### src/rtl/core/rcb_pkg.sv
`default_nettype none
package rcb_pkg;

  localparam int unsigned PIXEL_MAX_DEF = 255;
  localparam int unsigned CH_W          = 8;
  localparam int unsigned SHIFT_W       = 8;
  localparam int unsigned SHIFT_LIMIT   = 100;
  localparam int unsigned MAG_W         = 7;

  // curve gain is 0.667 percent-scaled: 667 / (1000 * 100)
  localparam longint unsigned CURVE_GAIN  = 667;
  localparam longint unsigned CURVE_SCALE = 100000;
  // largest code an 8-bit channel can carry
  localparam longint unsigned IN_SPAN     = 255;

  localparam int unsigned CFG_AW = 4;
  localparam int unsigned CFG_DW = 32;

  localparam logic [1:0] REG_RED   = 2'd0;
  localparam logic [1:0] REG_GREEN = 2'd1;
  localparam logic [1:0] REG_BLUE  = 2'd2;

  localparam logic signed [SHIFT_W-1:0] SHIFT_HI = SHIFT_W'(SHIFT_LIMIT);
  localparam logic signed [SHIFT_W-1:0] SHIFT_LO = -SHIFT_HI;

  typedef struct packed {
    logic [CH_W-1:0] in_red;
    logic [CH_W-1:0] in_green;
    logic [CH_W-1:0] in_blue;
  } pix_in_t;

  typedef struct packed {
    logic [CH_W-1:0] out_red;
    logic [CH_W-1:0] out_green;
    logic [CH_W-1:0] out_blue;
  } pix_out_t;

  typedef struct packed {
    logic             neg;
    logic [MAG_W-1:0] mag;
  } shift_t;

  // clip the percent setting to +/-100 and split into sign and magnitude
  function automatic shift_t sat_shift(input logic signed [SHIFT_W-1:0] s);
    shift_t                      r;
    logic signed [SHIFT_W-1:0]   c;
    if (s > SHIFT_HI) begin
      c = SHIFT_HI;
    end else if (s < SHIFT_LO) begin
      c = SHIFT_LO;
    end else begin
      c = s;
    end
    r.neg = c[SHIFT_W-1];
    r.mag = c[SHIFT_W-1] ? MAG_W'(-c) : MAG_W'(c);
    return r;
  endfunction

  function automatic longint unsigned half_of(input longint unsigned pmax);
    return pmax >> 1;
  endfunction

  // signed width of v - H for any 8-bit v
  function automatic int unsigned diff_w(input longint unsigned pmax);
    longint unsigned h;
    h = half_of(pmax);
    return $clog2(((h > IN_SPAN) ? h : IN_SPAN) + 1) + 1;
  endfunction

  // bound on |H*H - (v-H)^2|
  function automatic longint unsigned curve_max(input longint unsigned pmax);
    longint unsigned h;
    h = half_of(pmax);
    return ((h * h) > (IN_SPAN * IN_SPAN)) ? (h * h) : (IN_SPAN * IN_SPAN);
  endfunction

  function automatic longint unsigned gain_k(input longint unsigned pmax);
    return pmax * CURVE_GAIN;
  endfunction

  function automatic longint unsigned num_max(input longint unsigned pmax);
    return SHIFT_LIMIT * gain_k(pmax) * curve_max(pmax);
  endfunction

  function automatic longint unsigned den_of(input longint unsigned pmax);
    longint unsigned h;
    h = half_of(pmax);
    return CURVE_SCALE * h * h;
  endfunction

endpackage
`default_nettype wire

### src/rtl/core/rcb_divider.sv
`default_nettype none
module rcb_divider #(
  parameter int unsigned PIXEL_MAX = rcb_pkg::PIXEL_MAX_DEF
) (
  input  wire logic                                          clk_i,
  input  wire logic [$clog2(rcb_pkg::num_max(PIXEL_MAX) + 1)-1:0] n_i,
  input  wire logic                                          neg_i,
  input  wire logic [rcb_pkg::CH_W-1:0]                      v_i,
  output logic [(((rcb_pkg::num_max(PIXEL_MAX) / rcb_pkg::den_of(PIXEL_MAX)) > 0) ?
                 $clog2((rcb_pkg::num_max(PIXEL_MAX) / rcb_pkg::den_of(PIXEL_MAX)) + 1)
                 : 1)-1:0]                                   q_o,
  output logic                                               neg_o,
  output logic [rcb_pkg::CH_W-1:0]                           v_o
);

  localparam longint unsigned DEN  = rcb_pkg::den_of(PIXEL_MAX);
  localparam longint unsigned NMAX = rcb_pkg::num_max(PIXEL_MAX);
  localparam int unsigned     NW   = $clog2(NMAX + 1);
  localparam longint unsigned QMAX = NMAX / DEN;
  localparam int unsigned     QW   = (QMAX > 0) ? $clog2(QMAX + 1) : 1;
  // numerator bits below the largest power of two not above the divisor are dropped
  localparam int unsigned     TS   = $clog2(DEN + 1) - 1;
  localparam int unsigned     HW   = NW - TS;
  localparam longint unsigned RCP  = (64'd1 << NW) / DEN;
  localparam int unsigned     RW   = $clog2(RCP + 1);

  // stage 1: quotient estimate from the top numerator bits, never above the true quotient
  logic [HW-1:0]            n_hi;
  logic [HW+RW-1:0]         est_prod;
  logic [QW-1:0]            est_q;
  logic [NW-1:0]            n_q;
  logic                     neg1_q;
  logic [rcb_pkg::CH_W-1:0] v1_q;

  assign n_hi     = n_i[NW-1:TS];
  assign est_prod = (HW+RW)'(n_hi) * (HW+RW)'(RCP);

  always_ff @(posedge clk_i) begin
    est_q  <= QW'(est_prod >> HW);
    n_q    <= n_i;
    neg1_q <= neg_i;
    v1_q   <= v_i;
  end

  // stage 2: remainder left by the estimate, below three divisors
  logic [NW-1:0]            rem_d;
  logic [NW-1:0]            rem_q;
  logic [QW-1:0]            est2_q;
  logic                     neg2_q;
  logic [rcb_pkg::CH_W-1:0] v2_q;

  assign rem_d = n_q - NW'(est_q * DEN);

  always_ff @(posedge clk_i) begin
    rem_q  <= rem_d;
    est2_q <= est_q;
    neg2_q <= neg1_q;
    v2_q   <= v1_q;
  end

  // stage 3: up to two divisors of correction, compared side by side
  logic [QW-1:0]            quo_d;
  logic [QW-1:0]            quo_q;
  logic                     neg3_q;
  logic [rcb_pkg::CH_W-1:0] v3_q;

  always_comb begin
    if (64'(rem_q) >= 2 * DEN) begin
      quo_d = est2_q + QW'(2);
    end else if (64'(rem_q) >= DEN) begin
      quo_d = est2_q + QW'(1);
    end else begin
      quo_d = est2_q;
    end
  end

  always_ff @(posedge clk_i) begin
    quo_q  <= quo_d;
    neg3_q <= neg2_q;
    v3_q   <= v2_q;
  end

  assign q_o   = quo_q;
  assign neg_o = neg3_q;
  assign v_o   = v3_q;

endmodule
`default_nettype wire

### config.mk
export PLATFORM = sky130hd
export DESIGN_NAME = rcb_divider
export DESIGN_NICKNAME = d
export VERILOG_FILES = /design/src/rtl/core/rcb_pkg.sv /design/src/rtl/core/rcb_divider.sv
export SDC_FILE = /design/constraint.sdc
export NUM_CORES = 1
export LEC_CHECK = 0
export BUFFER_PORTS_ARGS = -buffer_cell sky130_fd_sc_hd__buf_2
export CAP_MARGIN = 20
export CORE_MARGIN = 3
export CORE_UTILIZATION = 62
export CTS_CLUSTER_SIZE = 12
export DETAILED_ROUTE_END_ITERATION = 10
export GPL_TIMING_DRIVEN = 0
export PLACE_DENSITY = 0.81
export SETUP_SLACK_MARGIN = 0.05
export SYNTH_ARGS = -nofsm -noshare
export SYNTH_HDL_FRONTEND = slang
export SYNTH_SLANG_ARGS = --single-unit
export TNS_END_PERCENT = 100
### constraint.sdc
create_clock -name clk_i -period 8.1 [get_ports clk_i]
set_input_delay 2.025 -clock clk_i [delete_from_list [all_inputs] [get_ports clk_i]]
set_output_delay 2.025 -clock clk_i [all_outputs]
set_load 0.01 [all_outputs]
Word-level counts from Yosys, hierarchy flattened

Index checks and enable logic that the tools add are counted.

Add/sub/neg operators: 3
$mul: 2
Order comparisons: 2
Mux-type cells: 2

Operator list:

| cell                     | number |
|---|---|
| $ge A41 B31 Y1 const B   | 1 |
| $ge A41 B32 Y1 const B   | 1 |
| $sub A41 B41 Y41         | 1 |
| $mul A10 B26 Y36 const B | 1 |
| $mul A11 B11 Y21 const B | 1 |
| $mux W10                 | 2 |
| $add A10 B1 Y10 const B  | 1 |
| $add A10 B2 Y10 const B  | 1 |

Flip-flop bits (word level): 139
Input bits: 51
Output and inout port bits: 19
Logic and storage cells: 20

Depth between registers and ports, before layout

Word-level depth: 3
Depth in mapped cells: 27
Mapped depth without buffers: 27

Least setup slack after synthesis

OpenSTA, ideal clock, no wires.

Kind: register to register
From: register est_q[1]
To: register rem_q[40]
Arrival: 6.639 ns
Path slack: 1.335 ns
Cell stages (with the launch flop): 26
Path buffers: 1
Period minus slack after synthesis: 6.765 ns
Cells stage by stage: dfxtp_1 -> fa_1 -> inv_1 -> fa_1 -> inv_1 -> fa_1 -> fa_1 -> ha_1 -> ha_1 -> a21o_1 -> a31oi_1 -> nand3b_1 -> a31oi_1 -> a221oi_1 -> o21ai_0 -> xnor2_1 -> ha_1 -> clkbuf_1 -> and3_1 -> nand2_1 -> or3_1 -> a211oi_1 -> nor2_1 -> a21boi_1 -> a311oi_1 -> xnor2_1

Cells in the longest elaborated chain, start to end: 2

RTL lines:

| what                   | line              | source |
|---|---|---|
| start, declared        | rcb_divider.sv:30 | `logic [QW-1:0] est_q;` |
| start signal, assigned | rcb_divider.sv:39 | `est_q <= QW'(est_prod >> HW);` |
| $mul A10 B26 Y36       | rcb_divider.sv:52 | `assign rem_d = n_q - NW'(est_q * DEN);` |
| $sub A41 B41 Y41       | rcb_divider.sv:52 |  |
| via rem_d[40]          | rcb_divider.sv:46 | `logic [NW-1:0] rem_d;` |
| end signal, assigned   | rcb_divider.sv:55 | `rem_q <= rem_d;` |
| end, declared          | rcb_divider.sv:47 | `logic [NW-1:0] rem_q;` |

The timed path passes the listed nets, and every way through them passes these cells.

Worst setup path after layout

From: register est_q[2]
To: register rem_q[40]

The elaborated chain is that of the path after synthesis.

==> results.yml <==
synth:
  yosys.area.top_type: "ha_1"
  synth_area_mm2: 0.0105
  synth_top_area_share_pct: 25.8
  synth_warnings: 0
  synth-main-ff-cell: "dfxtp_1"
  synth_async_sr_flop_share_pct: 0
  netlist_instances: 1092
  synth_enable_flop_cells: 0
  ys_seq_area_share_pct: 24.7
  yosys.cell_types.count: 63
  synth_area_leaders: "ha_1 26%, dfxtp_1 25%, fa_1 12%"
  synth_nets: 1421
  syn_avg_cell_area_um2: 9.58
  ys_ff_latch: 129
grt:
  grt.busiest_layer: "met2"
  grt_max_degree: 17
  met1_usage_pct: 29.9
  overflow: 0
  grt_pass1_wl_mm: 36.9
  use_met2_pct: 44.4
  gr-usage-met3_pct: 4.92
  grt_pass1_vias: 7975
  globalRouteTotalUtil_pct: 25.1
  antenna_found_initial: 0
cells_and_area:
  areaGrowthSynthToFinish_pct: 11.4
  n_antenna_cell: 0
  mostFrequentLayoutCells: "216 x ha_1, 128 x dfxtp_1, 126 x inv_1"
  fin_nets: 1504
  drive_above_1_share_pct: 9.34
  layout_commonest_cell: "ha_1"
  final_area_mm2: 0.0116
  layoutNonFillerInstCount: 1404
  nFillCells: 1209
  multiInputGateArea_mm2: 0.00737
  regArea_mm2: 0.00258
clock_tree:
  post_cts_buffers: 0
  clkTransAtPathRegs_ns: 0.07
  cts.sinks: 129
  cts_buffer_depth: 2
  cts_tree: "done"
  clockRootBuffer: "clkbuf_16"
  cts_buffers: 17
  cts_max_level: 4
  worstSkewPairLatency_ns: 0.43
floorplan:
  start_util_pct: 64.7
  die-area_mm2: 0.0185
  fp.coreArea_mm2: 0.0162
  num_rows: 46
  die_width_um: 136
  fp.dieH_um: 136
  boundaryPins: 70
sta:
  min_period_over_period_pct: 92.7
  slew_headroom_pct: 53.7
  fin_setup_tns_ns: 0
  rsz0062_at_grt: "false"
  setup_viol: 0
  slew_viol_final: 0
  period_needed_ns: 7.51
  fin_skew_ns: 0.00964
  hold_viol: 0
  worstMarginPinSlew_ns: 0.687
  fmax_ghz: 0.133
critical_path:
  rr_worst_depth: 25
  cp.arrival_ns: 7.83
  end_kind: "flop"
  ff2ff_setup_slack_ns: 0.59
  r2r-end: "rem_q[40]"
  reg2reg_from: "est_q[2]"
  startpoint_type: "flop"
  cp.required_ns: 8.42
  startpoint: "est_q[2]"
  path_class: "reg -> reg"
  worstPathMaxFanout: 10
routing:
  drc_errors: 0
  vias_per_cell: 5.76
  drt-initial-drc-count: 408
  vias: 8093
  drt_pass1_iterations: 5
  postRouteAntennaNets: 0
  routedWlPerCell_um: 15.9
  wirelength_mm: 22.3
hold_path:
  holdPathEnd: "v_o[5]"
  min_path_cells: 0
  min_path_type: "reg -> reg"
  hp-start: "v2_q[5]"
status:
  status: "finished clean"
placement:
  finalWeightedCongestion: 0.946
  portBuffers: 64
  dp_hpwl_mm: 17.6
  post_dp_cell_area_mm2: 0.0110
  dp_cells: 1372
job:
  drv_cap: 0
through the flow:
| step | utilization [%] | hold slack (ns) | worst slack [ns] |
|---|---|---|---|
| 2_1_floorplan | - | 0.310 | 1.33 |
| 3_3_place_gp | 68.3 | 0.310 | 0.210 |
| 3_5_place_dp | 68.3 | 0.312 | 0.108 |
| 4_1_cts | 71.9 | 0.327 | 0.111 |
| 5_1_grt | 72.0 | 0.331 | 0.0815 |
| 6_report | 72.0 | 0.325 | 0.592 |
cell usage after synthesis (2+ instances only):
library cell and instances:
dfxtp_1 129, nor2b_1 15, nor2_1 49, o211ai_1 4, nand4b_1 3, xnor2_1 45
a21boi_0 3, o2111ai_1 5, and4_1 4, o21bai_1 9, and2_1 3, clkbuf_1 13
nand2_1 57, o41ai_1 2, a31oi_1 7, o21ai_1 3, nor3_1 18, nand2b_1 10
a211o_1 3, a221oi_1 4, a21oi_1 68, or3_1 9, o21a_1 6, a211oi_1 13
nand3_1 20, a41oi_1 3, xor2_1 36, nor3b_1 2, inv_1 126, nor4_1 6
ha_1 216, nand3b_1 3, o21ai_0 39, or2_2 5, fa_1 62, o31ai_1 6
nand4_1 15, o311ai_0 3, o2111a_1 2, and3_1 6, a21o_1 38
logic make-up (layout without fill, tap and decap cells):
family                   count (synthesis)  count (layout)  share of synthesized area [%]
buffers and inverters                  140             236                           5.02
AND/OR/NAND/NOR                        231             231                           11.3
AO/OA/AOI/OAI                          232             232                           14.4
flip-flops                             129             129                           24.7
multiplexers                             1               1                         0.0957
adder cells (fa/ha/maj)                278             278                           37.7
XOR/XNOR                                81              81                           6.78
per-layer routing:
| metal | wire, um | vias to the layer above |
|---|---|---|
| li1 | - | 4009 |
| met1 | 9240 | 3803 |
| met2 | 11100 | 233 |
| met3 | 1210 | 48 |
| met4 | 698 | 0 |
| met5 | 0 | - |
worst max-delay path: stages, from the launching register on:
cell and delay (ns):
dfxtp_1 0.64, fa_1 0.51, inv_1 0.08, fa_1 0.40, inv_1 0.08, fa_1 0.47, fa_1 0.50, ha_1 0.31
ha_1 0.38, a21o_1 0.22, a31oi_1 0.17, nand3b_1 0.15, a31oi_2 0.17, a221oi_2 0.45, o21ai_2 0.20, xnor2_1 0.17
ha_1 0.28, clkbuf_1 0.28, and3_1 0.26, nand2_1 0.08, or3_1 0.43, a211oi_1 0.36, nor2_1 0.13, a21boi_1 0.35
a311oi_1 0.18, xnor2_1 0.15
final cells by class:
type                       instances  share of cell area (%)
buffer                            14                   0.451
clock buffer                      18                    3.77
sequential                       129                    22.2
inverter                         126                    4.06
clock inverter                    14                    1.24
multi-input combinational        823                    63.2
tap                              216                    2.32
timing repair buffer              64                    2.75
flip-flops by register name, summed over array words and instances, names as in the netlist, 8 cells and up:
name    count
est2_q     10
est_q      10
n_q        36
q_o        10
rem_q      36
v1_q        8
v2_q        8
v_o         8
worst max path at each step:
stage	cells past startpoint	end	slack, ns
floorplan	25	rem_q[40]	1.33
global placement	24	rem_q[40]	0.21
detailed placement	24	rem_q[40]	0.11
CTS	24	rem_q[40]	0.11
global route	26	rem_q[40]	0.08
finish	25	rem_q[40]	0.59
timing repair:
| action | CTS | global route |
|---|---|---|
| setup endpoints to repair | 0 | 6 |
| gates resized for setup | 0 | 5 |
| hold buffers | 0 | 0 |
Power is left out: the tool's default activity adds up to more than one toggle a clock period on the data nets, which glitch-free logic cannot reach.
