==> src/rtl/core/rcb_pkg.sv <==
`default_nettype none
package rcb_pkg;

  localparam int unsigned PIXEL_MAX_DEF = 255;
  localparam int unsigned CH_W          = 8;
  localparam int unsigned SHIFT_W       = 8;
  localparam int unsigned SHIFT_LIMIT   = 100;
  localparam int unsigned MAG_W         = 7;

  // curve gain is 0.667 percent-scaled: 667 / (1000 * 100)
  localparam longint unsigned CURVE_GAIN  = 667;
  localparam longint unsigned CURVE_SCALE = 100000;
  // largest code an 8-bit channel can carry
  localparam longint unsigned IN_SPAN     = 255;

  localparam int unsigned CFG_AW = 4;
  localparam int unsigned CFG_DW = 32;

  localparam logic [1:0] REG_RED   = 2'd0;
  localparam logic [1:0] REG_GREEN = 2'd1;
  localparam logic [1:0] REG_BLUE  = 2'd2;

  localparam logic signed [SHIFT_W-1:0] SHIFT_HI = SHIFT_W'(SHIFT_LIMIT);
  localparam logic signed [SHIFT_W-1:0] SHIFT_LO = -SHIFT_HI;

  typedef struct packed {
    logic [CH_W-1:0] in_red;
    logic [CH_W-1:0] in_green;
    logic [CH_W-1:0] in_blue;
  } pix_in_t;

  typedef struct packed {
    logic [CH_W-1:0] out_red;
    logic [CH_W-1:0] out_green;
    logic [CH_W-1:0] out_blue;
  } pix_out_t;

  typedef struct packed {
    logic             neg;
    logic [MAG_W-1:0] mag;
  } shift_t;

  // clip the percent setting to +/-100 and split into sign and magnitude
  function automatic shift_t sat_shift(input logic signed [SHIFT_W-1:0] s);
    shift_t                      r;
    logic signed [SHIFT_W-1:0]   c;
    if (s > SHIFT_HI) begin
      c = SHIFT_HI;
    end else if (s < SHIFT_LO) begin
      c = SHIFT_LO;
    end else begin
      c = s;
    end
    r.neg = c[SHIFT_W-1];
    r.mag = c[SHIFT_W-1] ? MAG_W'(-c) : MAG_W'(c);
    return r;
  endfunction

  function automatic longint unsigned half_of(input longint unsigned pmax);
    return pmax >> 1;
  endfunction

  // signed width of v - H for any 8-bit v
  function automatic int unsigned diff_w(input longint unsigned pmax);
    longint unsigned h;
    h = half_of(pmax);
    return $clog2(((h > IN_SPAN) ? h : IN_SPAN) + 1) + 1;
  endfunction

  // bound on |H*H - (v-H)^2|
  function automatic longint unsigned curve_max(input longint unsigned pmax);
    longint unsigned h;
    h = half_of(pmax);
    return ((h * h) > (IN_SPAN * IN_SPAN)) ? (h * h) : (IN_SPAN * IN_SPAN);
  endfunction

  function automatic longint unsigned gain_k(input longint unsigned pmax);
    return pmax * CURVE_GAIN;
  endfunction

  function automatic longint unsigned num_max(input longint unsigned pmax);
    return SHIFT_LIMIT * gain_k(pmax) * curve_max(pmax);
  endfunction

  function automatic longint unsigned den_of(input longint unsigned pmax);
    longint unsigned h;
    h = half_of(pmax);
    return CURVE_SCALE * h * h;
  endfunction

endpackage
`default_nettype wire

==> src/rtl/core/rcb_front.sv <==
`default_nettype none
module rcb_front #(
  parameter int unsigned PIXEL_MAX = rcb_pkg::PIXEL_MAX_DEF
) (
  input  wire logic                              clk_i,
  input  wire logic [rcb_pkg::CH_W-1:0]          v_i,
  input  wire logic signed [rcb_pkg::SHIFT_W-1:0] shift_i,
  output logic [$clog2(rcb_pkg::num_max(PIXEL_MAX) + 1)-1:0] n_o,
  output logic                                   neg_o,
  output logic [rcb_pkg::CH_W-1:0]               v_o
);

  localparam longint unsigned H   = rcb_pkg::half_of(PIXEL_MAX);
  localparam longint unsigned H2  = H * H;
  localparam int unsigned     DW  = rcb_pkg::diff_w(PIXEL_MAX);
  localparam int unsigned     CW  = 2 * DW - 2;
  localparam longint unsigned K   = rcb_pkg::gain_k(PIXEL_MAX);
  localparam int unsigned     AKW = $clog2(rcb_pkg::SHIFT_LIMIT * K + 1);
  localparam int unsigned     NW  = $clog2(rcb_pkg::num_max(PIXEL_MAX) + 1);

  // stage A: curve and gain, two multipliers side by side
  logic signed [DW-1:0]   diff;
  logic [2*DW-1:0]        sq;
  logic signed [CW:0]     curve_d;
  logic signed [CW:0]     curve_q;
  rcb_pkg::shift_t        sh;
  logic [AKW-1:0]         ak_d;
  logic [AKW-1:0]         ak_q;
  logic                   aneg_q;
  logic [rcb_pkg::CH_W-1:0] v_a_q;

  assign diff    = $signed(DW'(v_i)) - $signed(DW'(H));
  assign sq      = (2*DW)'(diff) * (2*DW)'(diff);
  assign curve_d = $signed((CW+1)'(H2)) - $signed((CW+1)'(sq));
  assign sh      = rcb_pkg::sat_shift(shift_i);
  assign ak_d    = AKW'(sh.mag * K);

  always_ff @(posedge clk_i) begin
    curve_q <= curve_d;
    ak_q    <= ak_d;
    aneg_q  <= sh.neg;
    v_a_q   <= v_i;
  end

  // stage B: numerator magnitude, sign kept apart
  logic [CW-1:0]     cmag;
  logic [AKW+CW-1:0] prod;
  logic [NW-1:0]     n_q;
  logic              neg_q;
  logic [rcb_pkg::CH_W-1:0] v_b_q;

  assign cmag = curve_q[CW] ? CW'(-curve_q) : CW'(curve_q);
  assign prod = ak_q * cmag;

  always_ff @(posedge clk_i) begin
    n_q   <= prod[NW-1:0];
    neg_q <= aneg_q ^ curve_q[CW];
    v_b_q <= v_a_q;
  end

  assign n_o   = n_q;
  assign neg_o = neg_q;
  assign v_o   = v_b_q;

endmodule
`default_nettype wire

==> config.mk <==
export PLATFORM = sky130hd
export DESIGN_NAME = rcb_front
export DESIGN_NICKNAME = d
export VERILOG_FILES = /design/src/rtl/core/rcb_pkg.sv /design/src/rtl/core/rcb_front.sv
export SDC_FILE = /design/constraint.sdc
export NUM_CORES = 1
export LEC_CHECK = 0
export ABC_CLOCK_PERIOD_IN_PS = 6800
export BUFFER_PORTS_ARGS = -buffer_cell sky130_fd_sc_hd__clkbuf_2
export CAP_MARGIN = 30
export CORE_ASPECT_RATIO = 0.9
export CORE_MARGIN = 8
export CORE_UTILIZATION = 59
export CTS_CLUSTER_SIZE = 20
export DETAILED_ROUTE_END_ITERATION = 8
export HOLD_SLACK_MARGIN = 0.06
export PLACE_DENSITY = 0.82
export SLEW_MARGIN = 20
export SYNTH_ARGS = -nofsm -noshare
export SYNTH_HDL_FRONTEND = slang
export SYNTH_SLANG_ARGS = --single-unit
==> constraint.sdc <==
create_clock -name clk_i -period 6.8 [get_ports clk_i]
set_clock_uncertainty 0.05 [all_clocks]
set_input_delay 1.36 -clock clk_i [delete_from_list [all_inputs] [get_ports clk_i]]
set_output_delay 1.36 -clock clk_i [all_outputs]
set_load 0.03 [all_outputs]
After elaboration in Yosys (flattened, before gate mapping) --
Index checks and enable logic that the tools add are counted.
Operators by class: $add $sub $neg 4, $mul 3, magnitude comparators 2, muxes and demuxes 4, bitwise logic cells 1
Operators by type and width (count):
- $mul 25x16->41 | 1
- $mul 7x18->25 const B | 1
- $mul 9x9->17 | 1
- $sub 15x17->17 const A | 1
- $mux 16 | 1
- $mux 8 | 2
- $neg 16->16 | 1
- $sub 8x7->9 const B | 1
- $gt 8x8->1 const B | 1
- $lt 8x8->1 const B | 1
- $mux 7 | 1
- $neg 7->7 | 1
- $xor 1x1->1 | 1
Word-level totals: register bits after elaboration 101, bits of input ports 17, output and inout port bits 50, logic and storage cells 21

Logic depth before layout (Yosys ltp) --
Gate-level depths: netlist of the first run.
depth in word-level cells 6, gate-level depth with buffers 30, mapped depth without buffers 26

Worst setup path after synthesis of the first run --
No wires, ideal clock.
path kind register to register, start point reg, netlist name v_a_q[0], end point reg n_q[29], in the netlist n_o[29], arrival 7.390 ns, slack -0.712 ns, cell stages (with the launch flop) 28, path buffers 3, clock period less this slack 7.512 ns, cell sequence dfxtp_1 clkbuf_1 or4_4 or4_4 or4_4 o21ai_1 xnor2_1 clkbuf_1 nand2_1 fa_1 inv_1 fa_1 fa_1 fa_1 fa_1 inv_1 fa_1 inv_1 ha_1 clkbuf_1 a211oi_1 o21ai_0 a221oi_1 o21a_1 o21ai_0 a21o_1 a21oi_1 xnor2_1
RTL lines:
- to (signal assigned) | line rcb_front.sv:56 | n_q <= prod[NW-1:0];
- to (decl) | line rcb_front.sv:48 | logic [NW-1:0] n_q;

Worst setup path after layout of the first run --
start point reg curve_q[3], end point reg n_q[36], in the netlist n_o[36]
Between the ends: cells in the longest elaborated chain, start to end 3
RTL lines:
- from (decl) | line rcb_front.sv:25 | logic signed [CW:0] curve_q;
- from (signal assigned) | line rcb_front.sv:39 | curve_q <= curve_d;
- $neg 16->16 | line rcb_front.sv:52 | assign cmag = curve_q[CW] ? CW'(-curve_q) : CW'(curve_q);
- $mux 16 (*) | line rcb_front.sv:52
- $mul 25x16->41 (*) | line rcb_front.sv:53 | assign prod = ak_q * cmag;
- net prod[36] | line rcb_front.sv:47 | logic [AKW+CW-1:0] prod;
The timed path passes the listed nets; every way through them passes the cells marked *.

==> results.md, run 1 <==
- Status: complete, but fails checks
- Failing checks: negative setup slack
- Warnings from Yosys: 0
- Final Hold Vio Count: 0
- Area of the multi-input gates: 16500 um^2
- RSZ-0062 raised after global routing: true
- CP Depth: 27
- Initial antenna violation count: 0
- Slew margin rel.: 48.2%
- Full die area: 39900 um^2
- CTS Buffer Depth: 2
- Final WL: 52.0 mm
- Initial DRT Pass Iterations: 5
- Cell mode on critical path: fa_1
- Root buf cell: clkbuf_16
- Starting density of the core: 59.2%
- Synth Instances: 2225
- Peak Freq: 131 MHz
- CP top delay family: adder cells
- Hold Slack: 0.279 ns
- Critical Path Start Type: flop
- Setup WS pre-CTS: -0.977 ns
- RePlAce Congestion: 0.937
- Post-synthesis register bit count: 99
- Post-synth top cells: 526 x inv_1, 389 x fa_1, 320 x nand2_1, 224 x ha_1, 125 x and2_1
- CTS H-tree depth: 3
- Cell Area, Synth: 19900 um^2
- Buffers & Inverters on Critical Path: 7
- Max-cap violations: 0
- Synth area leader: fa_1
- IO Count: 67
- Fin crit share: 112%
- Layout cells sized above 1: 18.9%
- Vias: 16000
- Core ar.: 33600 um^2
- Wire per inst: 17.9 um
- Syn_nets: 2855
- CTS sink cnt: 99
- Final setup violation count: 25
- Worst-path fanout max: 9
- Final worst setup slack: -0.848 ns
- Vias per inst: 5.50
- Least-Margin Pin Slew: 0.776 ns
- NumNets Final: 3099
- Initial DRC Count: 1323
- Cell row count: 64
- Final HPWL DP: 41.8 mm
- Die span in x: 210 um
- Final Max Tran Viols: 0
- Worst Path Arrival: 7.91 ns
- Total gr overflow: 0
- Number of flops mapped to enable cells by yosys: 0
- Crit-path max cell delay: 0.56 ns
- Hold Crit Depth: 0
- TritonCTS clock tree: done
- R2R depth: 27
- ANT cells: 0
- DRC Markers: 0
- Min-delay worst type: reg -> reg
- Worst-Skew Late Latency: 0.38 ns
- Pin count of the biggest net entering global routing: 38
- Synthesized area per cell: 8.95 um^2
- Synth area leaders: fa_1 39%, ha_1 14%, dfxtp_1 10%
- Synthesis-to-layout area growth: 19.3%
- Clock transition at the registers of the reported paths: 0.08 ns
- Count leader, synth: inv_1
- Sequential fraction of the synthesis area: 9.95%
- Synth top area share: 39.1%
- Required time worst endpoint: 7.06 ns
- Crit. End Element: flop
- Cts hold-fix bufs: 0
- Num CTS Buffers: 9
- Seq. cell area: 1980 um^2
- Vias in the first global route: 17500
- Min Tclk post-route: 7.65 ns
- Reg2reg setup slack: -0.85 ns
- First-pass GRT wire length: 87.4 mm
- Worst-path cell with the longest stage delay: fa_1
- GRT Util Overall: 27.3%
- Most used DFF post-synth: dfxtp_1
- # port buffers: 66
- Async set or reset register ratio after synthesis: 0%
- Fill count: 2282
- Post-DRT Antenna Nets: 0
- Die Span Y: 190 um
- Synth unique cells: 58
- Critical path class: reg -> reg
-- sequential cells by signal (all words and copies together) (netlist names) --
name	flops
aneg_q	1
neg_o	1
n_o	41
v_o	8
ak_q	25
curve_q	15
v_a_q	8
-- stage by stage --
| step | cell area, um^2 | TNS, ns | cells | util (%) |
|---|---|---|---|---|
| after floorplan | 20200 | -4.14 | 2225 | - |
| after global placement | 22500 | -13.21 | 2857 | 66.8 |
| after detailed placement | 22500 | -16.48 | 2857 | 66.8 |
| after CTS | 23400 | -12.02 | 2893 | 69.6 |
| after global routing | 23700 | -19.38 | 2902 | 70.6 |
| final | 23700 | -14.18 | 2902 | 70.6 |
-- area by class of cell --
type	count	share of cell area, %
Clock buffer	9	0.948
Sequential cell	99	8.35
Timing Repair Buffer	305	10.1
Inverter	526	8.31
Clock inverter	6	0.348
Tap cell	429	2.26
Multi-Input combinational cell	1528	69.6
-- what timing repair did --
item | CTS | global route
setup endpoints to repair | 28 | 29
gates resized for setup | 103 | 45
gates cloned | 0 | 0
pin swaps | 38 | 26
setup buffers | 21 | 10
-- cells by family after synthesis --
family	after synthesis	share of synthesized area, %
AOI/OAI and AO/OA	189	6.18
xor gates and xnor gates	96	4.22
adders and majority gates	613	53.2
buffers and inverters	598	11.4
DFF	99	9.95
other	1	0.0188
and+or+nand+nor	629	15.1
-- path summary, 6_finish.rpt --
check,endpoint,start
max,n_o[36],curve_q[3]
min,v_o[1],v_a_q[1]
min reg2reg,v_o[1],v_a_q[1]
max reg2reg,n_o[36],curve_q[3]
-- layer usage --
metal | global-route usage [%] | wire length [um]
met1 | 33.6 | 20200
met2 | 47.5 | 25600
met3 | 4.73 | 3960
met4 | 10.9 | 2230
met5 | 0 | 0
-- layout by cell type (no fill, tap or decap), types with 4 or more instances in the layout --
cell type | netlist | routed
inv_1 | 526 | 511
a31oi_1 | 9 | 6
and2_4 | 13 | 23
xor2_1 | 35 | 34
and3_1 | 17 | 15
a211oi_1 | 11 | 9
xnor2_4 | 0 | 5
o21ai_1 | 2 | 4
o21ai_2 | 0 | 6
a21oi_4 | 0 | 5
a21o_1 | 29 | 28
a21oi_2 | 0 | 14
nor2_1 | 60 | 56
or2_2 | 8 | 7
nand2_1 | 320 | 316
o21a_1 | 10 | 10
clkbuf_16 | 0 | 9
o21bai_1 | 10 | 10
o21ai_0 | 37 | 23
fa_1 | 389 | 387
or3_1 | 7 | 7
buf_4 | 0 | 199
ha_1 | 224 | 207
buf_6 | 2 | 25
nor2b_1 | 5 | 5
xnor2_2 | 0 | 7
nand3_1 | 23 | 19
and2_1 | 125 | 115
inv_2 | 0 | 15
nor3_1 | 17 | 15
clkbuf_2 | 0 | 66
nand4_1 | 8 | 8
ha_4 | 0 | 17
buf_12 | 0 | 15
a21oi_1 | 55 | 36
xnor2_1 | 61 | 49
dfxtp_1 | 99 | 98
nand2b_1 | 9 | 9
o21ai_4 | 0 | 6
or4_1 | 4 | 4
Power of run 1 is left out: the tool's default activity adds up to more than one toggle a clock period on the data nets, which glitch-free logic cannot reach.
==> run 2, diff against run 1 <==
--- a/config.mk
+++ b/config.mk
@@ -5,16 +5,16 @@
 export SDC_FILE = /design/constraint.sdc
 export NUM_CORES = 1
 export LEC_CHECK = 0
-export ABC_CLOCK_PERIOD_IN_PS = 6800
+export ABC_CLOCK_PERIOD_IN_PS = 8100
 export BUFFER_PORTS_ARGS = -buffer_cell sky130_fd_sc_hd__clkbuf_2
 export CAP_MARGIN = 30
 export CORE_ASPECT_RATIO = 0.9
-export CORE_MARGIN = 8
-export CORE_UTILIZATION = 59
+export CORE_MARGIN = 5
+export CORE_UTILIZATION = 60
 export CTS_CLUSTER_SIZE = 20
 export DETAILED_ROUTE_END_ITERATION = 8
 export HOLD_SLACK_MARGIN = 0.06
-export PLACE_DENSITY = 0.82
+export PLACE_DENSITY = 0.8
 export SLEW_MARGIN = 20
 export SYNTH_ARGS = -nofsm -noshare
 export SYNTH_HDL_FRONTEND = slang
==> constraint.sdc (replaced) <==
create_clock -name clk_i -period 8.1 [get_ports clk_i]
set_clock_uncertainty 0.05 [all_clocks]
set_input_delay 1.62 -clock clk_i [delete_from_list [all_inputs] [get_ports clk_i]]
set_output_delay 1.62 -clock clk_i [all_outputs]
set_load 0.03 [all_outputs]
==> results.md, run 2 (synthesis results as in run 1) <==
- Status: completed
- Worst Path Arrival: 8.22 ns
- Setup WS pre-CTS: -0.0650 ns
- Pin count of the biggest net entering global routing: 38
- Fin crit share: 98.5%
- Cell row count: 63
- Critical path class: reg -> reg
- NumNets Final: 2902
- GR Util met1: 35.4%
- Worst-path cell with the longest stage delay: fa_1
- Critical Path Start Type: flop
- Post-DRT Antenna Nets: 0
- Synthesis-to-layout area growth: 7.03%
- First-pass GRT wire length: 79.5 mm
- Commonest cells after routing, fill and taps aside: 526 x inv_1, 388 x fa_1, 320 x nand2_1
- CTS sink cnt: 99
- Crit-path max cell delay: 0.56 ns
- Layout cells sized above 1: 8.21%
- Core ar.: 32900 um^2
- Beginning of the critical path: curve_q[3]
- Setup_tns: 0 ns
- Min-delay worst type: reg -> reg
- Final HPWL DP: 38.8 mm
- Root buf cell: clkbuf_16
- Reg2reg setup slack: 0.13 ns
- Starting density of the core: 60.6%
- Final WL: 47.6 mm
- Crit path cell chain: or4_4, or4_4, or4_4, o41ai_4, xnor2_4, and2_4, fa_1, fa_1, fa_1, fa_1, fa_1, inv_1, fa_1, inv_1, ha_1, nand2_1, o21ai_1, o21ba_2, a21oi_1, a211o_1, a221o_1, a21oi_2, xnor2_1
- Dpl cells: 2676
- Required time worst endpoint: 8.35 ns
- Final Max Tran Viols: 0
- Wire per inst: 17.6 um
- TritonCTS clock tree: done
- Die Span Y: 183 um
- Hold Crit Depth: 0
- GRT Util Overall: 26.7%
- WHS Endpoint: v_o[5]
- Max-cap violations: 0
- ANT cells: 0
- Min Tclk post-route: 7.97 ns
- Util after Layout: 64.8%
- DRC Markers: 0
- Vias per inst: 5.54
- Non-filler cells, final: 2699
- Peak Freq: 125 MHz
- CTS Buffer Depth: 2
- Final worst setup slack: 0.125 ns
- R2R depth: 23
- Worst-path fanout max: 8
- Crit. End Element: flop
- # port buffers: 66
- Cts hold-fix bufs: 0
- Die span in x: 202 um
- Fill count: 2637
- Clock transition at the registers of the reported paths: 0.08 ns
- IO Count: 67
- Met2 Usage GRT: 44.8%
- Initial DRC Count: 940
- Hold path startpoint: v_a_q[5]
- RePlAce Congestion: 0.966
- Final Hold Vio Count: 0
- Met3 usage: 5.32%
- Total gr overflow: 0
- Worst-Skew Late Latency: 0.38 ns
- Full die area: 36900 um^2
- Crit Reg-Reg Startpoint: curve_q[3]
- Cell mode on critical path: fa_1
- Initial DRT Pass Iterations: 5
- RR Endpoint: n_o[28]
- Vias in the first global route: 16100
- Vias: 14900
- GRT Max-Usage Layer: met2
- Num CTS Buffers: 9
- Final setup violation count: 0
- Least-Margin Pin Slew: 1.02 ns
- Slew margin rel.: 31.9%
- CTS H-tree depth: 3
- Commonest non-fill, non-tap cell in the layout: inv_1
- Initial antenna violation count: 0
- Max reg flops: 41
run 2: layout make-up:
cell class / instances / area [um^2] / share of cell area (%)
repair buffers: 108 / 666 / 3.12
clock inverters: 5 / 43.8 / 0.206
flip-flops and latches: 99 / 1980 / 9.31
clock buffers: 11 / 233 / 1.09
well taps: 422 / 528 / 2.48
multi-input cells: 1528 / 15900 / 74.5
inverters: 526 / 1970 / 9.27
run 2: critical path: cells and delay by family, from the launching register on:
family | cells | cell delay, ns
AOI/OAI and AO/OA | 7 | 1.82
xor gates and xnor gates | 2 | 0.39
adders and majority gates | 7 | 3.41
buffers and inverters | 2 | 0.09
DFF | 1 | 0.35
and+or+nand+nor | 5 | 1.76
run 2: stage by stage:
step	hold slack [ns]	instance area [um^2]
6_report	0.277	21300
5_1_grt	0.280	21300
4_1_cts	0.276	21100
3_5_place_dp	0.264	20800
3_3_place_gp	0.260	20800
2_1_floorplan	0.260	19900
run 2: per-layer routing:
metal,up-vias,wire [um]
li1,6794,-
met1,7365,19300
met2,648,22700
met3,135,3940
met4,0,1670
met5,-,0
run 2: repair_timing:
action,in CTS,in global routing
pin swaps,0,10
resized for setup,1,40
setup buffers,0,7
endpoints found under the setup margin,3,14
run 2: worst max path at each step:
stage | to | slack, ns | cells past startpoint
2_1_floorplan | ak_q[24] | 0.56 | 27
3_3_place_gp | n_o[40] | 0.06 | 26
3_5_place_dp | n_o[40] | -0.06 | 26
4_1_cts | n_o[40] | 0.06 | 26
5_1_grt | n_o[29] | -0.10 | 25
6_report | n_o[28] | 0.13 | 23
Power of run 2 is left out for the same reason.
