### config.mk
export PLATFORM = sky130hd
export DESIGN_NAME = rcb_clamp
export DESIGN_NICKNAME = d
export VERILOG_FILES = /design/src/rtl/core/rcb_pkg.sv /design/src/rtl/core/rcb_clamp.sv
export SDC_FILE = /design/constraint.sdc
export NUM_CORES = 1
export LEC_CHECK = 0
export ABC_AREA = 0
export BUFFER_PORTS_ARGS = -buffer_cell sky130_fd_sc_hd__buf_2
export CORE_UTILIZATION = 45
export DETAILED_ROUTE_END_ITERATION = 8
export GPL_TIMING_DRIVEN = 0
export PLACE_DENSITY_LB_ADDON = 0.25
export SLEW_MARGIN = 0
export SYNTH_ARGS = -nofsm -noshare
export SYNTH_HDL_FRONTEND = slang
export SYNTH_SLANG_ARGS = --single-unit
### constraint.sdc
create_clock -name clk_i -period 3.05 [get_ports clk_i]
set_clock_uncertainty 0.1 [all_clocks]
set_input_delay 0.1525 -clock clk_i [delete_from_list [all_inputs] [get_ports clk_i]]
set_output_delay 0.1525 -clock clk_i [all_outputs]
set_load 0.01 [all_outputs]
### src/rtl/core/rcb_pkg.sv
`default_nettype none
package rcb_pkg;

  localparam int unsigned PIXEL_MAX_DEF = 255;
  localparam int unsigned CH_W          = 8;
  localparam int unsigned SHIFT_W       = 8;
  localparam int unsigned SHIFT_LIMIT   = 100;
  localparam int unsigned MAG_W         = 7;

  // curve gain is 0.667 percent-scaled: 667 / (1000 * 100)
  localparam longint unsigned CURVE_GAIN  = 667;
  localparam longint unsigned CURVE_SCALE = 100000;
  // largest code an 8-bit channel can carry
  localparam longint unsigned IN_SPAN     = 255;

  localparam int unsigned CFG_AW = 4;
  localparam int unsigned CFG_DW = 32;

  localparam logic [1:0] REG_RED   = 2'd0;
  localparam logic [1:0] REG_GREEN = 2'd1;
  localparam logic [1:0] REG_BLUE  = 2'd2;

  localparam logic signed [SHIFT_W-1:0] SHIFT_HI = SHIFT_W'(SHIFT_LIMIT);
  localparam logic signed [SHIFT_W-1:0] SHIFT_LO = -SHIFT_HI;

  typedef struct packed {
    logic [CH_W-1:0] in_red;
    logic [CH_W-1:0] in_green;
    logic [CH_W-1:0] in_blue;
  } pix_in_t;

  typedef struct packed {
    logic [CH_W-1:0] out_red;
    logic [CH_W-1:0] out_green;
    logic [CH_W-1:0] out_blue;
  } pix_out_t;

  typedef struct packed {
    logic             neg;
    logic [MAG_W-1:0] mag;
  } shift_t;

  // clip the percent setting to +/-100 and split into sign and magnitude
  function automatic shift_t sat_shift(input logic signed [SHIFT_W-1:0] s);
    shift_t                      r;
    logic signed [SHIFT_W-1:0]   c;
    if (s > SHIFT_HI) begin
      c = SHIFT_HI;
    end else if (s < SHIFT_LO) begin
      c = SHIFT_LO;
    end else begin
      c = s;
    end
    r.neg = c[SHIFT_W-1];
    r.mag = c[SHIFT_W-1] ? MAG_W'(-c) : MAG_W'(c);
    return r;
  endfunction

  function automatic longint unsigned half_of(input longint unsigned pmax);
    return pmax >> 1;
  endfunction

  // signed width of v - H for any 8-bit v
  function automatic int unsigned diff_w(input longint unsigned pmax);
    longint unsigned h;
    h = half_of(pmax);
    return $clog2(((h > IN_SPAN) ? h : IN_SPAN) + 1) + 1;
  endfunction

  // bound on |H*H - (v-H)^2|
  function automatic longint unsigned curve_max(input longint unsigned pmax);
    longint unsigned h;
    h = half_of(pmax);
    return ((h * h) > (IN_SPAN * IN_SPAN)) ? (h * h) : (IN_SPAN * IN_SPAN);
  endfunction

  function automatic longint unsigned gain_k(input longint unsigned pmax);
    return pmax * CURVE_GAIN;
  endfunction

  function automatic longint unsigned num_max(input longint unsigned pmax);
    return SHIFT_LIMIT * gain_k(pmax) * curve_max(pmax);
  endfunction

  function automatic longint unsigned den_of(input longint unsigned pmax);
    longint unsigned h;
    h = half_of(pmax);
    return CURVE_SCALE * h * h;
  endfunction

endpackage
`default_nettype wire

### src/rtl/core/rcb_clamp.sv
`default_nettype none
module rcb_clamp #(
  parameter int unsigned PIXEL_MAX = rcb_pkg::PIXEL_MAX_DEF
) (
  input  wire logic                     clk_i,
  input  wire logic [(((rcb_pkg::num_max(PIXEL_MAX) / rcb_pkg::den_of(PIXEL_MAX)) > 0) ?
                      $clog2((rcb_pkg::num_max(PIXEL_MAX) / rcb_pkg::den_of(PIXEL_MAX)) + 1)
                      : 1)-1:0]         q_i,
  input  wire logic                     neg_i,
  input  wire logic [rcb_pkg::CH_W-1:0] v_i,
  output logic [rcb_pkg::CH_W-1:0]      ch_o
);

  localparam longint unsigned QMAX = rcb_pkg::num_max(PIXEL_MAX) / rcb_pkg::den_of(PIXEL_MAX);
  localparam int unsigned     QW   = (QMAX > 0) ? $clog2(QMAX + 1) : 1;
  localparam int unsigned     SW   = ((QW > rcb_pkg::CH_W) ? QW : rcb_pkg::CH_W) + 1;

  logic [SW-1:0]            vx;
  logic [SW-1:0]            qx;
  logic [SW-1:0]            lim;
  logic [rcb_pkg::CH_W-1:0] res;
  logic [rcb_pkg::CH_W-1:0] ch_q;

  always_comb begin
    vx = SW'(v_i);
    qx = SW'(q_i);
    if (neg_i) begin
      lim = (qx > vx) ? '0 : (vx - qx);
    end else begin
      lim = vx + qx;
    end
    // clamp to the pixel range, then keep the low channel bits
    if (64'(lim) > 64'(PIXEL_MAX)) begin
      res = rcb_pkg::CH_W'(PIXEL_MAX);
    end else begin
      res = lim[rcb_pkg::CH_W-1:0];
    end
  end

  always_ff @(posedge clk_i) begin
    ch_q <= res;
  end

  assign ch_o = ch_q;

endmodule
`default_nettype wire

* Word level (Yosys, flattened, before mapping)
Cells that the tools add are included.
** Operators by class
- $add $sub $neg :: 2
- Magnitude comparators :: 2
- Muxes and demuxes :: 2
** Operators with widths (count)
- two-way mux 11 bit :: 2
- adder 8 x 10 -> 11 bit :: 1
- greater-than comparator 11 x 8 -> 1 bit, second input constant :: 1
- subtractor 8 x 10 -> 11 bit :: 1
- greater-than comparator 10 x 8 -> 1 bit :: 1
** Storage, ports and cells
- Register bits after elaboration :: 8
- Input bits :: 20
- Output and inout port bits :: 8
- Logic and storage cells :: 7

* Depth between registers and ports, before layout
Gate-level depths: netlist of the first run.
- Word-level depth :: 4
- Gate-level depth with buffers :: 9
- Gate-level depth less buffers :: 9

* Least setup slack after synthesis of the first run
Ideal clock, no wire load.
- Kind :: input -> register
- From :: in q_i[0] (netlist bit)
- To :: reg ch_q (netlist bit ch_o[7])
- Library setup time :: 0.073 ns
- Arrival :: 1.986 ns
- Required time :: 2.877 ns
- Setup slack :: 0.891 ns
- Stages :: 8
- Buffers on the path :: 0
- Path through :: ha_1 fa_1 nor2b_1 o2111a_1 or3_1 a311o_1 o31a_2 o211ai_2
** On the way
- Word-level cells in the longest chain between the ends :: 4
- Elaborated cells between the ends (all ways) :: 6
- Those cells by class :: 2 x add/sub; 2 x order compare; 2 x mux
** Ends and longest elaborated chain
- start, declared :: RTL line rcb_clamp.sv:8 : : 1)-1:0] q_i,
- subtractor 8 x 10 -> 11 bit / greater-than comparator 10 x 8 -> 1 bit (equally long branches) :: RTL line rcb_clamp.sv:28 : lim = (qx > vx) ? '0 : (vx - qx);
- two-way mux 11 bit :: RTL line rcb_clamp.sv:28
- two-way mux 11 bit * :: RTL line rcb_clamp.sv:27 : if (neg_i) begin
- greater-than comparator 11 x 8 -> 1 bit :: RTL line rcb_clamp.sv:33 : if (64'(lim) > 64'(PIXEL_MAX)) begin
- end signal, assigned :: RTL line rcb_clamp.sv:41 : ch_q <= res;
- end, declared :: RTL line rcb_clamp.sv:22 : logic [rcb_pkg::CH_W-1:0] ch_q;
Every way passes the cells marked *; elsewhere a longest branch is shown, timed or not.
A chain may end at the register's enable or synchronous reset.

* Worst setup path after layout of the first run
- From :: in q_i[0] (netlist bit)
- To :: reg ch_q (netlist bit ch_o[6])
The elaborated chain is that of the path after synthesis.

==> flow_summary_export.csv, run 1 <==
group,metric,value,unit
yosys,syn_nets,182,
route,via_count,1146,
worst_setup_path,worstPathArrival,2.32,ns
yosys,synth_cells,144,
cells_and_area,largest_reg_flops,8,
cts,clk_path_buf_depth,2,
floorplan,die_w,51.5,microns
floorplan,start_util,0.489,
worst_setup_path,worstSetupStartpointType,"input port",
yosys,async_reset_ff_frac,0,
timing,period_needed,2.24,ns
worst_setup_path,critPathMaxStageDelay,0.39,ns
worst_setup_path,cp.required,3.13,ns
yosys,syn_area,1100,sq um
cells_and_area,area_delta_synth_final,17.5,%
global_route,grt-ovfl-total,0,
timing,grt_setup_unrepaired,"false",
cells_and_area,antenna_cells,0,
cells_and_area,nets,214,
cells_and_area,layout-drive-gt1-share,0.236,
timing,max_freq,0.447,GHz
global_route,grt_use_total,0.213,
worst_setup_path,path_buf_inv,1,
placement,portBuffers,27,
floorplan,die-area,2650,sq um
cts,post_cts_buffers,0,
cts,cts.sink_count,8,
cells_and_area,fill_cells,226,
cells_and_area,fin_area,1290,sq um
power_and_ir_drop,leakagePower,0.654,nW
run,max_cap_violations,0,
floorplan,placementRows,17,
worst_setup_path,crit_path_end,"ch_o[6]$_SDFF_PN1_",
global_route,grt_max_degree,11,
worst_setup_path,path_depth,9,
route,vias_per_cell,5.67,
floorplan,io_pins,28,
yosys,synth_warnings,0,
placement,gp_congestion,0.906,
cts,htreeDepth,1,
outcome,status,"finished, final reports clean",
cts,cts_tree,"yes",
worst_setup_path,endpoint_kind,"flip-flop",
floorplan,coreArea,2250,sq um
route,dr.pass1.iters,4,
placement,hpwl,2140,microns
route,drc,0,
placement,placed_area,1270,sq um
timing,fin_tns_setup,0,ns
timing,fin_crit_sh,0.734,
cts,path_clk_slew,0.06,ns
timing,tightest_slew,0.528,ns
floorplan,die_y,51.5,microns
power_and_ir_drop,p_per_area,316,nW/um^2
global_route,antenna_found_initial,0,
global_route,grt_pass1_vias,1037,
route,antenna_left,0,
worst_setup_path,cp_slowest_cell,"fa_1",
min_path,min_path_type,"in2reg",
worst_setup_path,path_max_fanout,5,
route,drtIter0Drc,38,
yosys,synth_seq_area_share,0.145,
route,wl_per_cell,12.6,microns
cts,cts_hold_repair.buffers,0,
worst_setup_path,cpLargestDelayFamily,"compound AO/OA/AOI/OAI gates",
power_and_ir_drop,ir_worst_vdd,216,uV
worst_setup_path,crit_start,"q_i[0]",
yosys,synth-edff-count,0,
timing,setup_viol,0,
cts,cts-root-buf,"clkbuf_4",
worst_setup_path,path_cells,"buf_2 -> ha_1 -> fa_1 -> nor2b_1 -> o2111a_1 -> or3_1 -> a311o_1 -> o31a_2 -> o21ai_2",
yosys,yosys_most_used_dff,"dfxtp_1",
yosys,synth_cell_types,39,
timing,slew_headroom,0.645,
worst_setup_path,critical_path_class,"in2reg",
timing,hold_viol,0,
yosys,ys_ff_latch,8,
cts,ctsResizeCount,0,
timing,maxSlewViolCount,0,
cts,cts_buffers,3,
route,wl,2550,microns
yosys,syn_avg_cell_area,7.65,sq um
global_route,grt_pass1_wl,4330,microns
[kinds of logic (layout without fill, tap and decap cells)]
group                    count (synthesis)  count (layout)  share of synthesized area
AO/OA/AOI/OAI                           54              54                      0.351
XOR/XNOR                                 4               4                     0.0318
adder cells (fa/ha/maj)                 18              18                      0.218
buffers and inverters                   24              54                     0.0863
flip-flops                               8               8                      0.145
multiplexers                             1               1                    0.00908
AND/OR/NAND/NOR                         35              35                      0.159
[per-stage QoR]
| step | cells | total power, mW | hold slack, ns | worst slack, ns | util |
|---|---|---|---|---|---|
| after floorplan | 144 | 0.269 | 0.294 | 0.891 | - |
| after global placement | 199 | 0.325 | 0.447 | 0.609 | 0.564 |
| after detailed placement | 199 | 0.331 | 0.444 | 0.579 | 0.564 |
| after CTS | 202 | 0.409 | 0.229 | 0.831 | 0.574 |
| after global routing | 202 | 0.442 | 0.289 | 0.703 | 0.574 |
| final | 202 | 0.409 | 0.247 | 0.813 | 0.574 |
[Yosys cell counts (2+ instances only)]
| cell | count | area (sq um) |
|---|---|---|
| ha_1 | 16 | 200 |
| inv_1 | 19 | 71.3 |
| xnor2_1 | 4 | 35.0 |
| a21o_1 | 3 | 22.5 |
| dfxtp_1 | 8 | 160 |
| o311ai_0 | 2 | 17.5 |
| o211a_1 | 2 | 20.0 |
| o2111ai_1 | 2 | 17.5 |
| nor2_1 | 10 | 37.5 |
| fa_1 | 2 | 40.0 |
| or3_1 | 2 | 12.5 |
| a21boi_0 | 2 | 15.0 |
| a211oi_1 | 3 | 22.5 |
| o21ai_0 | 9 | 45.0 |
| nor2b_1 | 6 | 37.5 |
| nor3_1 | 4 | 20.0 |
| nand2b_1 | 2 | 12.5 |
| buf_2 | 4 | 20.0 |
| nand2_1 | 4 | 15.0 |
| a31oi_1 | 2 | 12.5 |
| a221oi_1 | 3 | 26.3 |
| o21ai_2 | 3 | 26.3 |
| a21oi_1 | 12 | 60.1 |
| nand3_1 | 5 | 25.0 |
[cell usage in the layout (no fill, tap or decap), types with 2 or more instances in the layout]
cell type,netlist,layout
buf_2,4,31
inv_1,19,19
ha_1,16,16
a21oi_1,12,12
nor2_1,10,10
o21ai_0,9,9
dfxtp_1,8,8
nor2b_1,6,6
nand3_1,5,5
nand2_1,4,4
nor3_1,4,4
xnor2_1,4,4
a21o_1,3,3
a221oi_1,3,3
a211oi_1,3,3
o21ai_2,3,3
clkbuf_4,0,3
o2111ai_1,2,2
nand2b_1,2,2
o211a_1,2,2
or3_1,2,2
o311ai_0,2,2
a31oi_1,2,2
a21boi_0,2,2
fa_1,2,2
[layer usage]
layer | global-route usage | vias up | part of all wire
met5 | 0 | - | 0
met4 | 0.0856 | 0 | 0.0063
met3 | 0.0175 | 2 | 0.074
met2 | 0.361 | 49 | 0.48
met1 | 0.275 | 513 | 0.44
li1 | - | 582 | -
[how the worst min path moves through the flow]
stage / start / endpoint / slack [ns] / cells past startpoint
2_1_floorplan: neg_i / ch_o[1]$_SDFF_PN1_ / 0.29 / 3
3_3_place_gp: ch_o[0]$_SDFF_PN1_ / ch_o[0] / 0.45 / 1
3_5_place_dp: ch_o[4]$_SDFF_PN1_ / ch_o[4] / 0.44 / 1
4_1_cts: q_i[9] / ch_o[1]$_SDFF_PN1_ / 0.23 / 4
5_1_grt: q_i[9] / ch_o[7]$_SDFF_PN1_ / 0.29 / 4
6_report: q_i[9] / ch_o[1]$_SDFF_PN1_ / 0.25 / 4
[power breakdown]
part	switching [mW]	total, mW	leakage, nW	internal [mW]
Sequential	0.00293	0.123	0.0674	0.120
Clock	0.0331	0.0779	0.0138	0.0448
Combinational	0.121	0.208	0.572	0.0873
Total	0.157	0.409	0.654	0.252
[final cells by class]
type                            count  area [sq um]  area share
Inverter                           19          71.3      0.0551
Sequential cell                     8           160       0.124
Clock buffer                        3          22.5      0.0174
Tap cell                           28          35.0      0.0271
Buffer                              5          23.8      0.0184
Timing Repair Buffer               27           135       0.104
Multi-Input combinational cell    112           847       0.654
No activity file was read; power rests on OpenSTA's default activity.
==> run 2: changes to the inputs <==
--- a/config.mk
+++ b/config.mk
@@ -5,7 +5,7 @@
 export SDC_FILE = /design/constraint.sdc
 export NUM_CORES = 1
 export LEC_CHECK = 0
-export ABC_AREA = 0
+export ABC_AREA = 1
 export BUFFER_PORTS_ARGS = -buffer_cell sky130_fd_sc_hd__buf_2
 export CORE_UTILIZATION = 45
 export DETAILED_ROUTE_END_ITERATION = 8
==> constraint.sdc (replaced) <==
create_clock -name clk_i -period 1.8 [get_ports clk_i]
set_clock_uncertainty 0.1 [all_clocks]
set_input_delay 0.09 -clock clk_i [delete_from_list [all_inputs] [get_ports clk_i]]
set_output_delay 0.09 -clock clk_i [all_outputs]
set_load 0.01 [all_outputs]
==> run 2 against run 1 <==
  * Die area rose by 6.6%
  * First-iteration DRC count fell by 16%
  * Synthesized cell count rose by 33%
  * Global-route usage fell by 2.4 points
==> flow_summary_export.csv, run 2 <==
group,metric,value,unit
cells_and_area,fin_util,0.553,
cts,post_cts_buffers,0,
cts,cts_hold_repair.buffers,0,
timing,period_needed,1.62,ns
cells_and_area,final_cell_mix,"nand2_1, inv_1, buf_2, nand3_1, ha_1",
global_route,antenna_found_initial,0,
cells_and_area,largest_reg_flops,8,
cells_and_area,layout-drive-gt1-share,0.213,
cts,cts-root-buf,"clkbuf_4",
placement,hpwl,2070,microns
timing,slew_headroom,0.799,
timing,max_freq,0.618,GHz
cells_and_area,nets,261,
cells_and_area,fin_cells,251,
min_path,min_from,"neg_i",
yosys,synth_seq_area_share,0.136,
route,antenna_left,0,
worst_setup_path,worstSetupStartpointType,"input port",
worst_setup_path,critPathMaxStageDelay,0.40,ns
placement,placed_area,1350,sq um
placement,place_ws,-0.0798,ns
global_route,grt_use_total,0.189,
route,wl,2400,microns
cts,cts_buffers,3,
global_route,grt-ovfl-total,0,
floorplan,die_y,53.2,microns
floorplan,start_util,0.476,
route,vias_per_cell,4.90,
cells_and_area,layout_commonest_cell,"nand2_1",
run,max_cap_violations,0,
floorplan,placementRows,18,
yosys,synth-edff-count,0,
power_and_ir_drop,p_per_area,518,nW/um^2
yosys,syn_nets,230,
floorplan,die_w,53.2,microns
worst_setup_path,path_max_fanout,8,
cts,htreeDepth,1,
timing,tightest_slew,0.299,ns
yosys,synth_top_cells_by_count,"nand2_1, inv_1, nand3_1",
yosys,syn_area,1180,sq um
timing,fin_crit_sh,0.899,
global_route,grt_pass1_wl,3940,microns
worst_setup_path,cp_slowest_cell,"fa_1",
worst_setup_path,worstPathArrival,1.65,ns
timing,hold_viol,0,
worst_setup_path,cp.required,1.84,ns
route,via_count,1229,
yosys,synth_top_area_share,0.197,
global_route,grt_max_degree,10,
timing,setup_viol,0,
global_route,grt_pass1_vias,982,
floorplan,io_pins,28,
timing,setup_ws,0.181,ns
cts,cts_tree,"yes",
worst_setup_path,endpoint_kind,"flip-flop",
timing,maxSlewViolCount,0,
yosys,synth_cell_types,25,
yosys,synth.top_cells.by_area,"nand2_1, ha_1, dfxtp_1, inv_1, nand3_1",
cells_and_area,fin_area,1370,sq um
cells_and_area,antenna_cells,0,
route,drtIter0Drc,32,
min_path,whs_path_depth,4,
route,dr.pass1.iters,4,
yosys,async_reset_ff_frac,0,
route,drc,0,
worst_setup_path,critical_path_class,"in2reg",
placement,portBuffers,26,
yosys,syn_avg_cell_area,6.14,sq um
cells_and_area,fill_cells,276,
worst_setup_path,path_cells,"buf_2 -> ha_1 -> fa_1 -> inv_1 -> nand3_1 -> a21boi_0 -> o21ai_0 -> nand2_1 -> nand2_1 -> nand2_4 -> nand2_1",
power_and_ir_drop,leakagePower,0.812,nW
route,wl_per_cell,9.57,microns
floorplan,die-area,2830,sq um
cts,ctsResizeCount,0,
timing,holdWs,0.0723,ns
cts,clk_path_buf_depth,2,
timing,grt_setup_unrepaired,"false",
yosys,synth_warnings,0,
floorplan,coreArea,2480,sq um
power_and_ir_drop,ir_worst_vdd,347,uV
yosys,ys_ff_latch,8,
placement,gp_congestion,0.880,
cts,cts.sink_count,8,
cts,path_clk_slew,0.05,ns
timing,fin_tns_setup,0,ns
min_path,min_path_type,"in2reg",
cells_and_area,area_delta_synth_final,16.1,%
power_and_ir_drop,totalPowerFinal,0.709,mW
min_path,hold_end,"ch_o[5]$_SDFF_PN1_",
yosys,synth_largest_area_cell,"nand2_1",
yosys,synth.most_common_cell,"nand2_1",
yosys,yosys_most_used_dff,"dfxtp_1",
worst_setup_path,crit_top_cell,"nand2_1",
yosys,synth_cells,192,
outcome,status,"finished, final reports clean",
placement,place_inst,248,
## run 2: cell count changes in the layout (fill, tap and decap cells not counted), moves of 3 or more
cell / before / now
nand2_1: 4 / 62
nand3_1: 5 / 19
inv_1: 19 / 27
a21oi_1: 12 / 6
nor2b_1: 6 / 0
buf_2: 31 / 26
inv_2: 0 / 5
nor2_1: 10 / 15
nand4_1: 0 / 4
a211oi_1: 3 / 0
a221oi_1: 3 / 0
buf_6: 0 / 3
xnor2_1: 4 / 1
## run 2: cells by family after synthesis
kind of cell / Yosys count / synth area share
and+or+nand+nor: 108 / 0.399
xor gates and xnor gates: 1 / 0.00743
DFF: 8 / 0.136
AOI/OAI and AO/OA: 21 / 0.117
adders and majority gates: 18 / 0.204
buffers and inverters: 36 / 0.137
## run 2: critical path, delay by kind of cell
family                   cells  cell delay [ns]
buffers and inverters        2             0.19
adder cells (fa/ha/maj)      2             0.62
AO/OA/AOI/OAI                2             0.35
AND/OR/NAND/NOR              5             0.41
## run 2: power breakdown
part	total, mW	leakage [nW]	switching, mW	internal (mW)
Sequential	0.209	0.0673	0.00463	0.204
Combinational	0.371	0.731	0.222	0.150
Clock	0.129	0.0138	0.0532	0.0757
Total	0.709	0.812	0.279	0.429
## run 2: final cells by class
type | instances | area (sq um) | share of cell area
flip-flops and latches | 8 | 160 | 0.117
well taps | 30 | 37.5 | 0.0274
plain buffers | 4 | 41.3 | 0.0302
multi-input cells | 148 | 857 | 0.626
repair buffers | 26 | 130 | 0.0951
clock buffers | 3 | 22.5 | 0.0165
inverters | 32 | 120 | 0.0878
## run 2: layer usage
| layer | global-route usage | part of all wire |
|---|---|---|
| met1 | 0.255 | 0.49 |
| met2 | 0.306 | 0.45 |
| met3 | 0.00575 | 0.040 |
| met4 | 0.0877 | 0.020 |
| met5 | 0 | 0 |
## run 2: worst max-delay path by stage
stage,end,slack (ns),from,cells past startpoint
after floorplan,ch_o[1]$_SDFF_PN1_,0.27,v_i[0],11
after global placement,ch_o[2]$_SDFF_PN1_,-0.07,q_i[0],11
after detailed placement,ch_o[5]$_SDFF_PN1_,-0.08,q_i[0],11
after CTS,ch_o[5]$_SDFF_PN1_,0.18,q_i[0],11
after global routing,ch_o[7]$_SDFF_PN1_,0.01,v_i[0],12
final,ch_o[5]$_SDFF_PN1_,0.18,q_i[0],11
